<file path="config.mk">
export PLATFORM = sky130hd
export DESIGN_NAME = hbs_texel_map
export DESIGN_NICKNAME = d
export VERILOG_FILES = /design/src/hw/rtl/hbs_pkg.sv /design/src/hw/rtl/hbs_texel_map.sv
export SDC_FILE = /design/constraint.sdc
export NUM_CORES = 2
export LEC_CHECK = 0
export BUFFER_PORTS_ARGS = -buffer_cell sky130_fd_sc_hd__buf_2
export CAP_MARGIN = 0
export CORE_AREA = 2 2 335 337
export CTS_BUF_LIST = sky130_fd_sc_hd__clkbuf_8 sky130_fd_sc_hd__clkbuf_16
export DETAILED_ROUTE_END_ITERATION = 8
export DIE_AREA = 0 0 337 339
export PLACE_DENSITY = 0.71
export SKIP_CTS_REPAIR_TIMING = 1
export SYNTH_ARGS = -nofsm -noshare
export SYNTH_HDL_FRONTEND = slang
export SYNTH_SLANG_ARGS = --single-unit
</file>
<file path="constraint.sdc">
create_clock -name clock -period 13.55 [get_ports clock]
set_input_delay 1.355 -clock clock [delete_from_list [all_inputs] [get_ports clock]]
set_output_delay 1.355 -clock clock [all_outputs]
set_load 0.01 [all_outputs]
</file>
<file path="src/hw/rtl/hbs_pkg.sv">
`timescale 1ns / 1ps
package hbs_pkg;

   localparam int MAP_WIDTH  = 256;
   localparam int MAP_HEIGHT = 256;

   localparam int AW       = 16;                      // heightmap address bits
   localparam int HM_DEPTH = 1 << AW;
   localparam int XW       = $clog2(MAP_WIDTH);       // texel column index bits
   localparam int ZW       = $clog2(MAP_HEIGHT);      // texel row index bits
   localparam int SXW      = $clog2(MAP_WIDTH + 1);   // bits that hold MAP_WIDTH
   localparam int SZW      = $clog2(MAP_HEIGHT + 1);
   localparam int PROD_W   = 56;                      // delta * inverse scale
   localparam int FXW      = PROD_W + SXW;
   localparam int FZW      = PROD_W + SZW;
   localparam int PXW      = FXW - 16;                // texel coordinate, Q.16
   localparam int PZW      = FZW - 16;

   localparam int CSR_IW = 3;
   localparam int CSR_DW = 32;

   localparam logic [CSR_IW-1:0] REG_OFFSET_X     = 3'd0;
   localparam logic [CSR_IW-1:0] REG_OFFSET_Z     = 3'd1;
   localparam logic [CSR_IW-1:0] REG_INV_SCALE_X  = 3'd2;
   localparam logic [CSR_IW-1:0] REG_INV_SCALE_Z  = 3'd3;
   localparam logic [CSR_IW-1:0] REG_OUT_GAIN     = 3'd4;
   localparam logic [CSR_IW-1:0] REG_OUT_OFFSET_Y = 3'd5;

   localparam logic [23:0] INV_SCALE_RESET = 24'd65536;
   localparam logic [23:0] OUT_GAIN_RESET  = 24'd6579;

   typedef enum logic {
      FUNC_WRITE = 1'b0,
      FUNC_QUERY = 1'b1
   } func_type;

   typedef struct packed {
      logic signed [31:0] offset_x;
      logic signed [31:0] offset_z;
      logic [23:0]        inv_scale_x;
      logic [23:0]        inv_scale_z;
      logic [23:0]        out_gain;
      logic signed [31:0] out_offset_y;
   } cfg_type;

   // item leaving the coordinate mapping stages
   typedef struct packed {
      func_type       func;
      logic [AW-1:0]  texel_addr;
      logic [7:0]     texel_value;
      logic           outside;
      logic [XW-1:0]  ix;
      logic [ZW-1:0]  iz;
      logic [15:0]    fx;
      logic [15:0]    fz;
   } map_item_type;

   // query leaving the fetch stage; the last texel follows on the read port
   typedef struct packed {
      logic        outside;
      logic [15:0] fx;
      logic [15:0] fz;
      logic [7:0]  h00;
      logic [7:0]  h10;
      logic [7:0]  h01;
   } fetch_item_type;

endpackage

</file>
<file path="src/hw/rtl/hbs_texel_map.sv">
`timescale 1ns / 1ps
module hbs_texel_map
   import hbs_pkg::*;
(
   input  logic               clock,
   input  logic               reset,
   input  cfg_type            cfg,
   input  logic               in_valid,
   output logic               in_ready,
   input  func_type           in_func,
   input  logic [AW-1:0]      in_texel_addr,
   input  logic [7:0]         in_texel_value,
   input  logic signed [31:0] in_query_x,
   input  logic signed [31:0] in_query_z,
   output logic               map_valid,
   input  logic               map_ready,
   output map_item_type       map_item
);

   // stage a: deltas
   logic               a_valid_ff, a_valid_in;
   func_type           a_func_ff;
   logic [AW-1:0]      a_addr_ff;
   logic [7:0]         a_value_ff;
   logic signed [32:0] a_dx_ff, a_dz_ff;
   // stage b: scaled deltas
   logic               b_valid_ff, b_valid_in;
   func_type           b_func_ff;
   logic [AW-1:0]      b_addr_ff;
   logic [7:0]         b_value_ff;
   logic               b_out_ff;
   logic [PROD_W-1:0]  b_px_ff, b_pz_ff;
   // stage c
   logic               c_valid_ff, c_valid_in;
   map_item_type       c_item_ff, c_item_in;

   logic a_ready, b_ready, c_ready;
   logic [FXW-1:0] fpx;
   logic [FZW-1:0] fpz;
   logic [PXW-1:0] px;
   logic [PZW-1:0] pz;
   logic           out_x, out_z;

   assign c_ready  = !c_valid_ff || map_ready;
   assign b_ready  = !b_valid_ff || c_ready;
   assign a_ready  = !a_valid_ff || b_ready;
   assign in_ready = a_ready;

   assign a_valid_in = a_ready ? in_valid : a_valid_ff;
   assign b_valid_in = b_ready ? a_valid_ff : b_valid_ff;
   assign c_valid_in = c_ready ? b_valid_ff : c_valid_ff;

   always_ff @(posedge clock) begin
      if (reset) begin
         a_valid_ff <= 1'b0;
         b_valid_ff <= 1'b0;
         c_valid_ff <= 1'b0;
      end else begin
         a_valid_ff <= a_valid_in;
         b_valid_ff <= b_valid_in;
         c_valid_ff <= c_valid_in;
      end
   end

   always_ff @(posedge clock) begin
      if (a_ready && in_valid) begin
         a_func_ff  <= in_func;
         a_addr_ff  <= in_texel_addr;
         a_value_ff <= in_texel_value;
         a_dx_ff    <= 33'(in_query_x) - 33'(cfg.offset_x);
         a_dz_ff    <= 33'(in_query_z) - 33'(cfg.offset_z);
      end
   end

   always_ff @(posedge clock) begin
      if (b_ready && a_valid_ff) begin
         b_func_ff  <= a_func_ff;
         b_addr_ff  <= a_addr_ff;
         b_value_ff <= a_value_ff;
         b_out_ff   <= a_dx_ff[32] || (a_dx_ff == 33'sd0) ||
                       a_dz_ff[32] || (a_dz_ff == 33'sd0);
         b_px_ff    <= PROD_W'(a_dx_ff[31:0]) * PROD_W'(cfg.inv_scale_x);
         b_pz_ff    <= PROD_W'(a_dz_ff[31:0]) * PROD_W'(cfg.inv_scale_z);
      end
   end

   // multiply by the map size and drop sixteen fraction bits
   assign fpx   = FXW'(b_px_ff) * FXW'(MAP_WIDTH);
   assign fpz   = FZW'(b_pz_ff) * FZW'(MAP_HEIGHT);
   assign px    = fpx[FXW-1:16];
   assign pz    = fpz[FZW-1:16];
   assign out_x = (px == '0) || (px >= (PXW'(MAP_WIDTH) << 16));
   assign out_z = (pz == '0) || (pz >= (PZW'(MAP_HEIGHT) << 16));

   always_comb begin
      c_item_in.func        = b_func_ff;
      c_item_in.texel_addr  = b_addr_ff;
      c_item_in.texel_value = b_value_ff;
      c_item_in.outside     = b_out_ff || out_x || out_z;
      c_item_in.ix          = px[16+XW-1:16];
      c_item_in.iz          = pz[16+ZW-1:16];
      c_item_in.fx          = px[15:0];
      c_item_in.fz          = pz[15:0];
   end

   always_ff @(posedge clock) begin
      if (c_ready && b_valid_ff) begin
         c_item_ff <= c_item_in;
      end
   end

   assign map_valid = c_valid_ff;
   assign map_item  = c_item_ff;

endmodule

</file>
# Yosys cells after proc, flatten, opt, wreduce, memory -nomap -nowiden
# Cells that the tools add are included.
[classes]
add_sub_neg = 2
mul = 2
n_lt_le_gt_ge = 2
reduce_logical = 20
[ops]
columns = ["operator", "count"]
rows = [
  ["32-bit by 24-bit multiplier with 56-bit output", 2],
  ["49-bit logical NOT", 2],
  ["48-bit by 25-bit >= comparator with 1-bit output (second input constant)", 2],
  ["33-bit logical NOT", 2],
  ["32-bit by 32-bit subtractor with 33-bit output", 2],
  ["1-bit logical OR", 10],
  ["1-bit logical AND", 3],
  ["1-bit logical NOT", 3],
]
[totals]
regBits = 306
output_inout_bits = 76

# Longest topological paths before layout
[depth]
ltp_word = 5
depth_mapped = 28
depth_no_buf = 26

# Worst setup path after synthesis
# No wires, ideal clock.
[synth_timing]
path_kind = "in2reg"
from = "input port map_ready"
to = "register b_addr_ff[0] (enable)"
arrival_ns = 10.266
setup_slack_ns = 2.494
cell_stages = 2
path_buffers = 0
cell_sequence = "nor2b_1 a21boi_0"
[synth_via]
elab_chain_len = 3
[synth_rtl]
columns = ["item", "line", "source"]
rows = [
  ["from (decl)", "hbs_texel_map.sv:16", "input logic map_ready,"],
  ["1-bit logical OR", "hbs_texel_map.sv:44", "assign c_ready = !c_valid_ff || map_ready;"],
  ["1-bit logical OR", "hbs_texel_map.sv:45", "assign b_ready = !b_valid_ff || c_ready;"],
  ["1-bit logical AND", "hbs_texel_map.sv:76", "if (b_ready && a_valid_ff) begin"],
  ["to (signal assigned)", "hbs_texel_map.sv:78", "b_addr_ff <= a_addr_ff;"],
  ["to (decl)", "hbs_texel_map.sv:29", "logic [AW-1:0] b_addr_ff;"],
]
# No other way between the ends.
# A chain may end at the register's enable or synchronous reset.

# Worst setup path after layout
[layout_timing]
from = "input port cfg[83] (netlist bit)"
to = "register b_px_ff[42], data pin"
[layout_via]
elab_chain_len = 1
[layout_rtl]
columns = ["item", "line", "source"]
rows = [
  ["from (decl)", "hbs_texel_map.sv:7", "input cfg_type cfg,"],
  ["32-bit by 24-bit multiplier with 56-bit output", "hbs_texel_map.sv:82", "b_px_ff <= PROD_W'(a_dx_ff[31:0]) * PROD_W'(cfg.inv_scale_x);"],
  ["to (signal assigned)", "hbs_texel_map.sv:82", ""],
  ["to (decl)", "hbs_texel_map.sv:32", "logic [PROD_W-1:0] b_px_ff, b_pz_ff;"],
]
# No other way between the ends.

==> qor.csv <==
metric;value;unit
Post-synth EDFFs;287;
Compound-Gate Fraction of Synth Area;4.279;%
worst skew pair latency;0.59;ns
CTS Root Cell;clkbuf_16;
Routed Antenna Nets;0;
Worst setup SP type;input port;
1st-pass router iterations;5;
Vert. Die Dim;339;um
DRT iter0 DRCs;2578;
RR Startpoint;a_dx_ff[11];
all-layer global routing usage;28.18;%
arrival time worst endpoint;9.28;ns
total gr overflow;0;
Sink Count;290;
Worst Hold Depth;0;
count of cell types in the netlist;70;
Cells after Synth;6223;
HP Class;flop to flop;
setup tns final;0;ns
outcome;complete, no violations;
CP top delay family;adder cells;
worst-margin pin slew;1.185;ns
Final nets;8321;
final critical-path required period;8.943;ns
Setup Viol. Count Final;0;
Synth Area in XOR/XNOR;2.105;%
largest net degree at the start of global routing;75;
Die Width;337;um
FF+latch count, synth;290;
vias in the first global route;47060;
Async SR Flop Fraction;0;%
adder-cell area share of the yosys netlist;52.39;%
Cell Chain, Critical Path;buf_2, nand2_1, fa_1, inv_1, fa_1, inv_1, fa_1, fa_1, fa_1, inv_1, fa_1, inv_1, fa_1, inv_1, ha_1, or3_1, o22ai_1, or4b_4, a21oi_4, a21oi_2, and3_1, nor4_2, o21ai_0, xor2_1;
gp weighted congestion;0.8839;
main flop type after synthesis;edfxtp_1;
max frequency;111.8;MHz
DP HPWL;111.9;mm
Worst Path Required;13.88;ns
CP most frequent cell;fa_1;
DR vias;42630;
share of layout cells above drive strength 1;6.802;%
number of cells on the critical path;24;
row cnt;122;
Core ar.;110400;um2
Synthesized Nets;8220;
clock buffer depth;3;
fin crit share;66.00;%
area grow syn2layout;6.488;%
r2r worst-path depth;23;
max-slew violation count;0;
M1 wire length;60.40;mm
CTS tree;yes;
flop-to-flop setup slack;5.02;ns
critical path peak fanout;32;
DRC Markers;0;
met3 WL post-DR;12.20;mm
initial antenna violation count;6;
syn_area_per_cell;9.693;um2
CP max stage cell;buf_2;
origin of the worst setup path;cfg[83];
drt wl/cell;19.63;um
Setup CP Type;input port to flop;
DR vias/cell;5.433;
Fin. Hold Viols;0;
IO Count;337;
Starting Density;54.66;%
Slew headroom;20.97;%
commonest non-fill, non-tap cells in the layout;inv_1 (1,517), fa_1 (1,316), nand2_1 (804);
Clock Pin Slew Worst Setup and Hold Paths;0.06;ns
Routed WL;154.0;mm
Worst R2R End;b_px_ff[42];
multiplexer area fraction after synthesis;0;%
Synth Warn #;0;
Die Area;114200;um2
RSZ-0062 raised after global routing;no;
first-pass GRT wire length;251.1;mm
Post-Synth Simple-Gate Area;15.68;%
met2 routed WL;76.51;mm
number of port buffers;280;
number of H-tree levels;2;
WP buf/inv;6;
crit path to;b_px_ff[42];
Netlist Area Pre-Place;60320;um2
Setup crit end kind;flop;
largest family of logic cells by synthesized area;adder cells;
Max Cap Viol;0;
DR top layer;met5;
post-synthesis sequential area ratio;14.39;%
number of buffers created by CTS;35;
most common cell after layout, fill and taps aside;inv_1;
max incr delay on CP;0.70;ns
Worst Clk Skew;0.04380;ns
==> metal layers <==
| layer | vias up | GRT usage (%) |
|---|---|---|
| met5 | - | 0 |
| met4 | 6 | 8.305 |
| met3 | 378 | 4.737 |
| met2 | 1673 | 48.41 |
| met1 | 21970 | 36.63 |
| li1 | 18600 | - |
==> cells by family (layout without fill, tap and decap cells) <==
logic type,after synthesis,in the layout
fa+ha+maj,1736,1736
buf+inv,1794,1922
xor+xnor,145,145
other cells,0,8
compound gates,391,391
simple gates,1867,1867
flops,290,290
==> Yosys cell counts (all sizes together), types with 3 or more instances <==
cell type	n	area share, %
a41oi	4	0.058
o21bai	24	0.30
and4	8	0.12
edfxtp	287	14
nor2	85	0.53
o211ai	6	0.075
nand4	22	0.23
nand4b	4	0.058
nor2b	28	0.29
dfxtp	3	0.10
o22ai	3	0.031
o31a	4	0.058
a21oi	117	1.0
a221oi	5	0.073
a2111oi	4	0.068
ha	420	8.7
and2	780	8.1
or2	4	0.046
o2111ai	4	0.058
a21o	69	0.86
nor4	44	0.47
fa	1316	44
inv	1510	9.4
a21boi	4	0.050
xor2	42	0.61
a31oi	11	0.11
clkbuf	284	1.8
nand2b	21	0.22
o21a	24	0.30
nor3	21	0.17
nand3	27	0.23
a311oi	3	0.054
a211oi	15	0.22
o31ai	4	0.081
and3	13	0.13
nand2	804	5.0
xnor2	103	1.5
o21ai	71	0.59
==> registers in the layout, summed over array words and instances, names as in the netlist <==
| signal | count |
|---|---|
| map_item | 74 |
| b_px_ff | 48 |
| b_pz_ff | 48 |
| a_dx_ff | 33 |
| a_dz_ff | 33 |
| a_addr_ff | 16 |
| b_addr_ff | 16 |
| a_value_ff | 8 |
| b_value_ff | 8 |
| a_func_ff | 1 |
| a_valid_ff | 1 |
| b_func_ff | 1 |
| b_out_ff | 1 |
| b_valid_ff | 1 |
| map_valid | 1 |
==> stage by stage <==
stage               hold WS [ns]  util [%]  setup slack (ns)  std cells  cell area (um2)
floorplan                 0.4003         -             2.494       6223            60320
global placement          0.4007     57.15             4.234       7775            63070
detailed placement        0.4045     57.15             4.102       7775            63070
CTS                       0.4164     58.18             4.693       7839            64210
global route              0.4241     58.19             4.211       7840            64220
finish                    0.4132     58.20             4.607       7847            64230
==> how the worst min path moves through the flow <==
| stage | startpoint | to | slack, ns |
|---|---|---|---|
| after floorplan | a_addr_ff[0] | b_addr_ff[0] | 0.40 |
| after global placement | a_addr_ff[8] | b_addr_ff[8] | 0.40 |
| after detailed placement | a_addr_ff[3] | b_addr_ff[3] | 0.40 |
| after CTS | a_addr_ff[3] | b_addr_ff[3] | 0.42 |
| after global routing | b_addr_ff[11] | map_item[68] | 0.42 |
| final | b_addr_ff[10] | map_item[67] | 0.41 |
==> area by class of cell <==
cell class | count | area, um2
inverters | 1510 | 5668
well taps | 1488 | 1862
repair buffers | 348 | 1912
fillers | 9465 | 46130
clock buffers | 36 | 889.6
flip-flops and latches | 290 | 8678
clock inverters | 28 | 256.5
multi-input cells | 4139 | 44950
diodes | 8 | 20.02
Power is left out: the tool's default activity adds up to more than one toggle a clock period on the data nets, which glitch-free logic cannot reach.
