File: config.mk
export PLATFORM = sky130hd
export DESIGN_NAME = hbs_blend
export DESIGN_NICKNAME = d
export VERILOG_FILES = /design/src/hw/rtl/hbs_pkg.sv /design/src/hw/rtl/hbs_blend.sv
export SDC_FILE = /design/constraint.sdc
export NUM_CORES = 2
export LEC_CHECK = 0
export ABC_AREA = 0
export BUFFER_PORTS_ARGS = -buffer_cell sky130_fd_sc_hd__buf_2
export CAP_MARGIN = 20
export CORE_MARGIN = 8
export CORE_UTILIZATION = 33
export DETAILED_ROUTE_END_ITERATION = 10
export SETUP_SLACK_MARGIN = 0.05
export SLEW_MARGIN = 10
export SYNTH_ARGS = -nofsm -noshare
export SYNTH_HDL_FRONTEND = slang
export SYNTH_SLANG_ARGS = --single-unit
File: constraint.sdc
create_clock -name clock -period 7.7 [get_ports clock]
set_input_delay 0.385 -clock clock [delete_from_list [all_inputs] [get_ports clock]]
set_output_delay 0.385 -clock clock [all_outputs]
set_load 0.01 [all_outputs]
File: src/hw/rtl/hbs_pkg.sv
`timescale 1ns / 1ps
package hbs_pkg;

   localparam int MAP_WIDTH  = 256;
   localparam int MAP_HEIGHT = 256;

   localparam int AW       = 16;                      // heightmap address bits
   localparam int HM_DEPTH = 1 << AW;
   localparam int XW       = $clog2(MAP_WIDTH);       // texel column index bits
   localparam int ZW       = $clog2(MAP_HEIGHT);      // texel row index bits
   localparam int SXW      = $clog2(MAP_WIDTH + 1);   // bits that hold MAP_WIDTH
   localparam int SZW      = $clog2(MAP_HEIGHT + 1);
   localparam int PROD_W   = 56;                      // delta * inverse scale
   localparam int FXW      = PROD_W + SXW;
   localparam int FZW      = PROD_W + SZW;
   localparam int PXW      = FXW - 16;                // texel coordinate, Q.16
   localparam int PZW      = FZW - 16;

   localparam int CSR_IW = 3;
   localparam int CSR_DW = 32;

   localparam logic [CSR_IW-1:0] REG_OFFSET_X     = 3'd0;
   localparam logic [CSR_IW-1:0] REG_OFFSET_Z     = 3'd1;
   localparam logic [CSR_IW-1:0] REG_INV_SCALE_X  = 3'd2;
   localparam logic [CSR_IW-1:0] REG_INV_SCALE_Z  = 3'd3;
   localparam logic [CSR_IW-1:0] REG_OUT_GAIN     = 3'd4;
   localparam logic [CSR_IW-1:0] REG_OUT_OFFSET_Y = 3'd5;

   localparam logic [23:0] INV_SCALE_RESET = 24'd65536;
   localparam logic [23:0] OUT_GAIN_RESET  = 24'd6579;

   typedef enum logic {
      FUNC_WRITE = 1'b0,
      FUNC_QUERY = 1'b1
   } func_type;

   typedef struct packed {
      logic signed [31:0] offset_x;
      logic signed [31:0] offset_z;
      logic [23:0]        inv_scale_x;
      logic [23:0]        inv_scale_z;
      logic [23:0]        out_gain;
      logic signed [31:0] out_offset_y;
   } cfg_type;

   // item leaving the coordinate mapping stages
   typedef struct packed {
      func_type       func;
      logic [AW-1:0]  texel_addr;
      logic [7:0]     texel_value;
      logic           outside;
      logic [XW-1:0]  ix;
      logic [ZW-1:0]  iz;
      logic [15:0]    fx;
      logic [15:0]    fz;
   } map_item_type;

   // query leaving the fetch stage; the last texel follows on the read port
   typedef struct packed {
      logic        outside;
      logic [15:0] fx;
      logic [15:0] fz;
      logic [7:0]  h00;
      logic [7:0]  h10;
      logic [7:0]  h01;
   } fetch_item_type;

endpackage

File: src/hw/rtl/hbs_blend.sv
`timescale 1ns / 1ps
module hbs_blend
   import hbs_pkg::*;
(
   input  logic               clock,
   input  logic               reset,
   input  cfg_type            cfg,
   input  logic               fetch_valid,
   output logic               fetch_ready,
   input  fetch_item_type     fetch_item,
   input  logic [7:0]         rd_data,
   output logic               out_valid,
   input  logic               out_ready,
   output logic signed [31:0] out_height,
   output logic               out_outside
);

   localparam logic signed [33:0] H_MAX = 34'sd2147483647;
   localparam logic signed [33:0] H_MIN = -34'sd2147483648;

   // stage d: texels
   logic           d_valid_ff, d_valid_in, need_ff;
   fetch_item_type d_item_ff;
   logic [7:0]     h11_ff;
   // stage e: row values
   logic               e_valid_ff, e_valid_in, e_out_ff;
   logic [15:0]        e_fz_ff;
   logic signed [26:0] e_top_ff, e_bot_ff;
   // stage f: blended height
   logic        f_valid_ff, f_valid_in, f_out_ff;
   logic [23:0] f_hq_ff;
   // stage g: gain
   logic        g_valid_ff, g_valid_in, g_out_ff;
   logic [47:0] g_m_ff;
   // stage h: result
   logic               h_valid_ff, h_valid_in, h_out_ff;
   logic signed [31:0] h_height_ff;

   logic d_ready, d_go, e_ready, f_ready, g_ready, h_ready;
   logic signed [26:0] top, bot, dt;
   logic signed [44:0] v, vr;
   logic [24:0]        hg;
   logic signed [33:0] sum;
   logic signed [31:0] sat;

   assign h_ready = !h_valid_ff || out_ready;
   assign g_ready = !g_valid_ff || h_ready;
   assign f_ready = !f_valid_ff || g_ready;
   assign e_ready = !e_valid_ff || f_ready;
   assign d_go    = d_valid_ff && !need_ff;
   assign d_ready = !d_valid_ff || (!need_ff && e_ready);
   assign fetch_ready = d_ready;

   assign d_valid_in = d_ready ? fetch_valid : d_valid_ff;
   assign e_valid_in = e_ready ? d_go : e_valid_ff;
   assign f_valid_in = f_ready ? e_valid_ff : f_valid_ff;
   assign g_valid_in = g_ready ? f_valid_ff : g_valid_ff;
   assign h_valid_in = h_ready ? g_valid_ff : h_valid_ff;

   always_ff @(posedge clock) begin
      if (reset) begin
         d_valid_ff <= 1'b0;
         need_ff    <= 1'b0;
         e_valid_ff <= 1'b0;
         f_valid_ff <= 1'b0;
         g_valid_ff <= 1'b0;
         h_valid_ff <= 1'b0;
      end else begin
         d_valid_ff <= d_valid_in;
         need_ff    <= d_ready && fetch_valid;
         e_valid_ff <= e_valid_in;
         f_valid_ff <= f_valid_in;
         g_valid_ff <= g_valid_in;
         h_valid_ff <= h_valid_in;
      end
   end

   // the last texel sits on the read port in the cycle after the handoff
   always_ff @(posedge clock) begin
      if (d_ready && fetch_valid) begin
         d_item_ff <= fetch_item;
      end
      if (need_ff) begin
         h11_ff <= rd_data;
      end
   end

   assign top = (27'(d_item_ff.h00) <<< 16) +
                (($signed({1'b0, d_item_ff.h10}) - $signed({1'b0, d_item_ff.h00})) *
                 $signed({1'b0, d_item_ff.fx}));
   assign bot = (27'(d_item_ff.h01) <<< 16) +
                (($signed({1'b0, h11_ff}) - $signed({1'b0, d_item_ff.h01})) *
                 $signed({1'b0, d_item_ff.fx}));

   always_ff @(posedge clock) begin
      if (e_ready && d_go) begin
         e_out_ff <= d_item_ff.outside;
         e_fz_ff  <= d_item_ff.fz;
         e_top_ff <= top;
         e_bot_ff <= bot;
      end
   end

   assign dt = e_bot_ff - e_top_ff;
   assign v  = (45'(e_top_ff) <<< 16) + 45'(dt * $signed({1'b0, e_fz_ff}));
   assign vr = v + 45'sd32768;

   always_ff @(posedge clock) begin
      if (f_ready && e_valid_ff) begin
         f_out_ff <= e_out_ff;
         f_hq_ff  <= vr[39:16];
      end
   end

   always_ff @(posedge clock) begin
      if (g_ready && f_valid_ff) begin
         g_out_ff <= f_out_ff;
         g_m_ff   <= 48'(f_hq_ff) * 48'(cfg.out_gain);
      end
   end

   assign hg  = 25'((49'(g_m_ff) + 49'd8388608) >> 24);
   assign sum = $signed({9'b0, hg}) + 34'(cfg.out_offset_y);

   always_comb begin
      if (sum > H_MAX) begin
         sat = 32'sh7fffffff;
      end else if (sum < H_MIN) begin
         sat = -32'sh80000000;
      end else begin
         sat = sum[31:0];
      end
   end

   always_ff @(posedge clock) begin
      if (h_ready && g_valid_ff) begin
         h_out_ff    <= g_out_ff;
         h_height_ff <= g_out_ff ? 32'sd0 : sat;
      end
   end

   assign out_valid   = h_valid_ff;
   assign out_height  = h_height_ff;
   assign out_outside = h_out_ff;

endmodule
# Word level (Yosys, flattened, before mapping)
# Cells that the tools add are included.
# Widths: inputs -> output; s select.
# totals
register_bits,249
input_bits,237
output_inout_bits,35
wordCells,60
# classes
add_sub_neg,9
multipliers,4
order_cmp,2
muxes,2
reduce_logical,19
# op_table
cell,count
$add 25x26->27,2
$mul 9x17->26,2
$add 48x24->49 const B,1
$mul 24x24->48,1
$add 40x17->40 const B,1
$add 40x40->40,1
$mul 27x17->40,1
$add 26x32->33,1
$gt 33x32->1 const B,1
$lt 33x32->1 const B,1
$mux 32,1
$mux 31,1
$sub 27x27->27,1
$sub 8x8->9,2
$logic_and 1x1->1,7
$logic_not 1->1,6
$logic_or 1x1->1,5
$reduce_or 2->1,1

# Logic depth before layout (Yosys ltp)
# depth
ltp_word,8
mapped_depth,36
mapped_depth_nobuf,35

# Least setup slack after synthesis
# Ideal clock, no wire load.
# synth_path
path_type,reg2reg
from,reg e_top_ff[6]
to,"reg f_hq_ff[23], data pin"
setup_ns,0.268
t_arrival_ns,7.799
required_time_ns,7.432
setup_slack_ns,-0.366
path_stages_with_launch,32
n_path_buf,1
synth_period_minus_slack_ns,8.066
cell_sequence,edfxtp_1 inv_1 ha_1 or3_1 or4_1 o32ai_1 nor2_1 and3_1 o21a_1 nor2_1 xnor2_1 clkbuf_1 nand2_1 fa_1 inv_1 fa_1 fa_1 fa_1 fa_1 inv_1 fa_1 inv_1 ha_1 a21o_1 a21o_1 o21ai_0 nor2_1 a211oi_1 a31o_2 a311oi_1 a211oi_1 xnor3_1
# synth_between
elab_chain_cells,4
# synth_rtl
item,line_no,text
from (decl),hbs_blend.sv:28,"logic signed [26:0] e_top_ff, e_bot_ff;"
from (signal assigned),hbs_blend.sv:99,e_top_ff <= top;
$sub 27x27->27,hbs_blend.sv:104,assign dt = e_bot_ff - e_top_ff;
$mul 27x17->40,hbs_blend.sv:105,"assign v = (45'(e_top_ff) <<< 16) + 45'(dt * $signed({1'b0, e_fz_ff}));"
$add 40x40->40 (*),hbs_blend.sv:105,
$add 40x17->40 (*),hbs_blend.sv:106,assign vr = v + 45'sd32768;
net vr[39],hbs_blend.sv:41,"logic signed [44:0] v, vr;"
to (signal assigned),hbs_blend.sv:111,f_hq_ff <= vr[39:16];
to (decl),hbs_blend.sv:31,logic [23:0] f_hq_ff;
# The timed path passes the listed nets; every way through them passes the cells marked *.
# A chain may end at the register's enable or synchronous reset.

# Worst setup path in the final report
# layout_path
from,reg e_top_ff[10]
to,"reg f_hq_ff[22], data pin"
# Same word-level chain as after synthesis.

==> results.sh <==
export IMPL_grt_max_degree=68
export IMPL_rr_worst_depth=33
export IMPL_dp_cells=7917
export IMPL_critical_path_max_fanout=6
export IMPL_synth_area_um2=52800
export IMPL_whs_endpoint="d_valid_ff$_SDFFE_PP0N_"
export IMPL_drive_gt1_share_pct=11.9
export IMPL_layout_min_cycle_time_ns=7.87
export IMPL_layout_setup_ws_ns=-0.166
export IMPL_max_freq_ghz=0.127
export IMPL_ys_seq_area_share_pct=12.7
export IMPL_fin_nets=7773
export IMPL_vias=37300
export IMPL_maxSlewHeadroom_pct=30.3
export IMPL_drtIter0Drc=1822
export IMPL_synth_edf_count=220
export IMPL_cp_arrival_ns=8.23
export IMPL_regToRegSetupSlack_ns=-0.17
export IMPL_grt_overflow=0
export IMPL_root_buffer="clkbuf_16"
export IMPL_worst_setup_path_type="flop to flop"
export IMPL_cts_tree="built"
export IMPL_cp_required_ns=8.06
export IMPL_die_h_um=416
export IMPL_grt_pass1_wl_mm=218
export IMPL_ys_seq_elements=226
export IMPL_worst_slew_pin_slew_ns=1.05
export IMPL_antenna_found_initial=7
export IMPL_cp_start_kind="flop"
export IMPL_async_flop_share_pct=0
export IMPL_grt_pass1_vias=41100
export IMPL_start_util_pct=33.0
export IMPL_synth_warnings=0
export IMPL_antenna_left=0
export IMPL_dpl_hpwl_mm=111
export IMPL_viasPerCell=4.63
export IMPL_syn_avg_cell_area_um2=9.53
export IMPL_synthCells=5543
export IMPL_die_w_um=416
export IMPL_multi_input_area_um2=40900
export IMPL_maxCapViolations=0
export IMPL_ys_flop_type="edfxtp_1"
export IMPL_dr_pass1_iters=7
export IMPL_wl_per_cell_um=16.5
export IMPL_clock_tree_buffer_depth=3
export IMPL_port_buffers=159
export IMPL_r2r_end="f_hq_ff[22]$_DFFE_PP_"
export IMPL_fin_skew_ns=0.0185
export IMPL_ys_types=73
export IMPL_cts_sinks=226
export IMPL_remaining_drc_errors=0
export IMPL_slew_violations=0
export IMPL_fillerInstances=15900
export IMPL_rsz0062_at_grt="yes"
export IMPL_syn_nets=7369
export IMPL_area_growth_pct=15.1
export IMPL_min_delay_path_depth=3
export IMPL_grt_total_usage_pct=15.4
export IMPL_clock_latency_ns=0.63
export IMPL_layout_commonest_cell="inv_1"
export IMPL_setup_viol=3
export IMPL_routed_wl_mm=133
export IMPL_cpMaxStageDelayCell="fa_1"
export IMPL_worstHoldPathType="input port to flop"
export IMPL_violations="negative setup slack"
export IMPL_cts_buffers=29
export IMPL_hold_violations=0
export IMPL_timing_hold_ws_ns=0.0631
export IMPL_gp_congestion=0.864
export IMPL_clkTransAtPathRegs_ns=0.06
export IMPL_fin_cells=8058
export IMPL_outcome="finished, violations left"
export IMPL_max_stage_delay_ns=0.56
export IMPL_regArea_um2=6730
export IMPL_period_share_pct=102
export IMPL_dieArea_um2=173000
export IMPL_cts_htree_levels=1
export IMPL_r2r_start="e_top_ff[10]$_DFFE_PP_"
export IMPL_core_um2=160000
export IMPL_final_cell_mix="inv_1, fa_1, nand2_1"
export IMPL_cp_end_kind="flop"
export IMPL_ios=272
export IMPL_min_from="fetch_valid"
export IMPL_rows=147
export IMPL_worst_path_most_repeated_cell="fa_1"
## synthesized netlist by cell type, drive strengths merged, types with 2 or more instances
master,instances,area [µm²]
clkbuf,199,747
o2111ai,3,26.3
xnor2,131,1150
a21o,46,345
edfxtp,220,6610
nor3,30,150
a31o,3,26.3
o211a,2,27.5
or2,6,37.5
o2111a,2,22.5
and3,17,106
a2111oi,4,35.0
a21boi,4,30.0
and4,2,17.5
nor2,100,375
nor4,4,25.0
o41ai,4,35.0
o31a,4,35.0
ha,471,5890
o21a,24,180
or4,2,15.0
buf,6,42.5
a31oi,13,96.3
and2,525,3280
o22ai,5,31.3
a311oi,2,17.5
nand2,746,2800
xor2,49,429
a21oi,111,556
inv,1357,5090
nand4,14,87.6
dfxtp,6,120
o21bai,19,150
o31ai,9,72.6
a211oi,17,133
o211ai,5,42.5
nor2b,40,250
or3,10,62.6
o21ai,75,379
fa,1118,22400
nand3,37,185
a221oi,2,17.5
nand2b,81,507
## state kept, by name (all words and copies together), names as in the netlist, 8 cells and up
| name | count |
|---|---|
| e_fz_ff | 16 |
| d_item_ff | 57 |
| e_top_ff | 27 |
| out_height | 32 |
| f_hq_ff | 24 |
| g_m_ff | 25 |
| e_bot_ff | 27 |
| h11_ff | 8 |
## how the worst max path moves through the flow
stage                                start                    end  slack, ns  depth (start not counted)
finish              e_top_ff[10]$_DFFE_PP_  f_hq_ff[22]$_DFFE_PP_      -0.17                         33
global route         e_top_ff[6]$_DFFE_PP_  f_hq_ff[22]$_DFFE_PP_      -0.50                         32
detailed placement   e_top_ff[0]$_DFFE_PP_  f_hq_ff[22]$_DFFE_PP_      -0.47                         32
global placement     e_bot_ff[6]$_DFFE_PP_  f_hq_ff[22]$_DFFE_PP_      -0.37                         31
floorplan            e_top_ff[0]$_DFFE_PP_  f_hq_ff[22]$_DFFE_PP_       0.05                         32
CTS                  e_bot_ff[6]$_DFFE_PP_  f_hq_ff[22]$_DFFE_PP_      -0.12                         31
## cells by family after synthesis
family                     Yosys count  share of synthesized area (%)
and+or+nand+nor                   1619                           15.1
AOI/OAI and AO/OA                  365                           4.47
xor gates and xnor gates           181                           3.03
muxes                                1                         0.0190
adders and majority gates         1589                           53.5
DFF                                226                           12.7
buffers and inverters             1562                           11.1
## routing by layer
metal  global-route usage [%]  share of wire (%)  vias to the layer above
met5                        0              0.011                        -
met4                     3.24                2.3                        4
met3                     1.91                4.5                      198
met2                     27.7                 50                      815
met1                     19.8                 43                    19000
li1                         -                  -                    17300
## final cells by class
class	instances	area share, %
antenna	2	0.00824
clock buffer	29	1.19
clock inverter	25	0.459
inverter	1357	8.38
multi-input combinational	3755	67.4
sequential	226	11.1
tap	2086	4.29
timing repair buffer	578	7.24
## critical path, delay by kind of cell, from the launching register on
family,cells,cell delay (ns)
AO/OA/AOI/OAI,11,2.21
XOR/XNOR,2,0.24
adder cells (fa/ha/maj),8,3.52
buffers and inverters,7,0.65
flip-flops,1,0.40
AND/OR/NAND/NOR,5,0.60
## through the flow
stage	setup slack [ns]	TNS, ns	util [%]	cell area (µm²)
final	-0.166	-0.384	38.0	60800
after global routing	-0.497	-3.46	38.0	60800
after CTS	-0.122	-0.328	37.7	60300
after detailed placement	-0.472	-1.96	36.5	58300
after global placement	-0.366	-1.27	36.5	58300
after floorplan	0.0534	0	-	53000
## repair_timing
action                                  in CTS  in global routing
setup buffers                                6                 15
gates cloned                                 0                  0
hold endpoints to repair                    71                  0
hold buffers                                66                  0
endpoints found under the setup margin      13                 39
pin swaps                                   52                 47
gates resized for setup                     57                 81
Power is not shown: default switching activity piles up to over one toggle a cycle in this logic, so the estimate is an artifact.
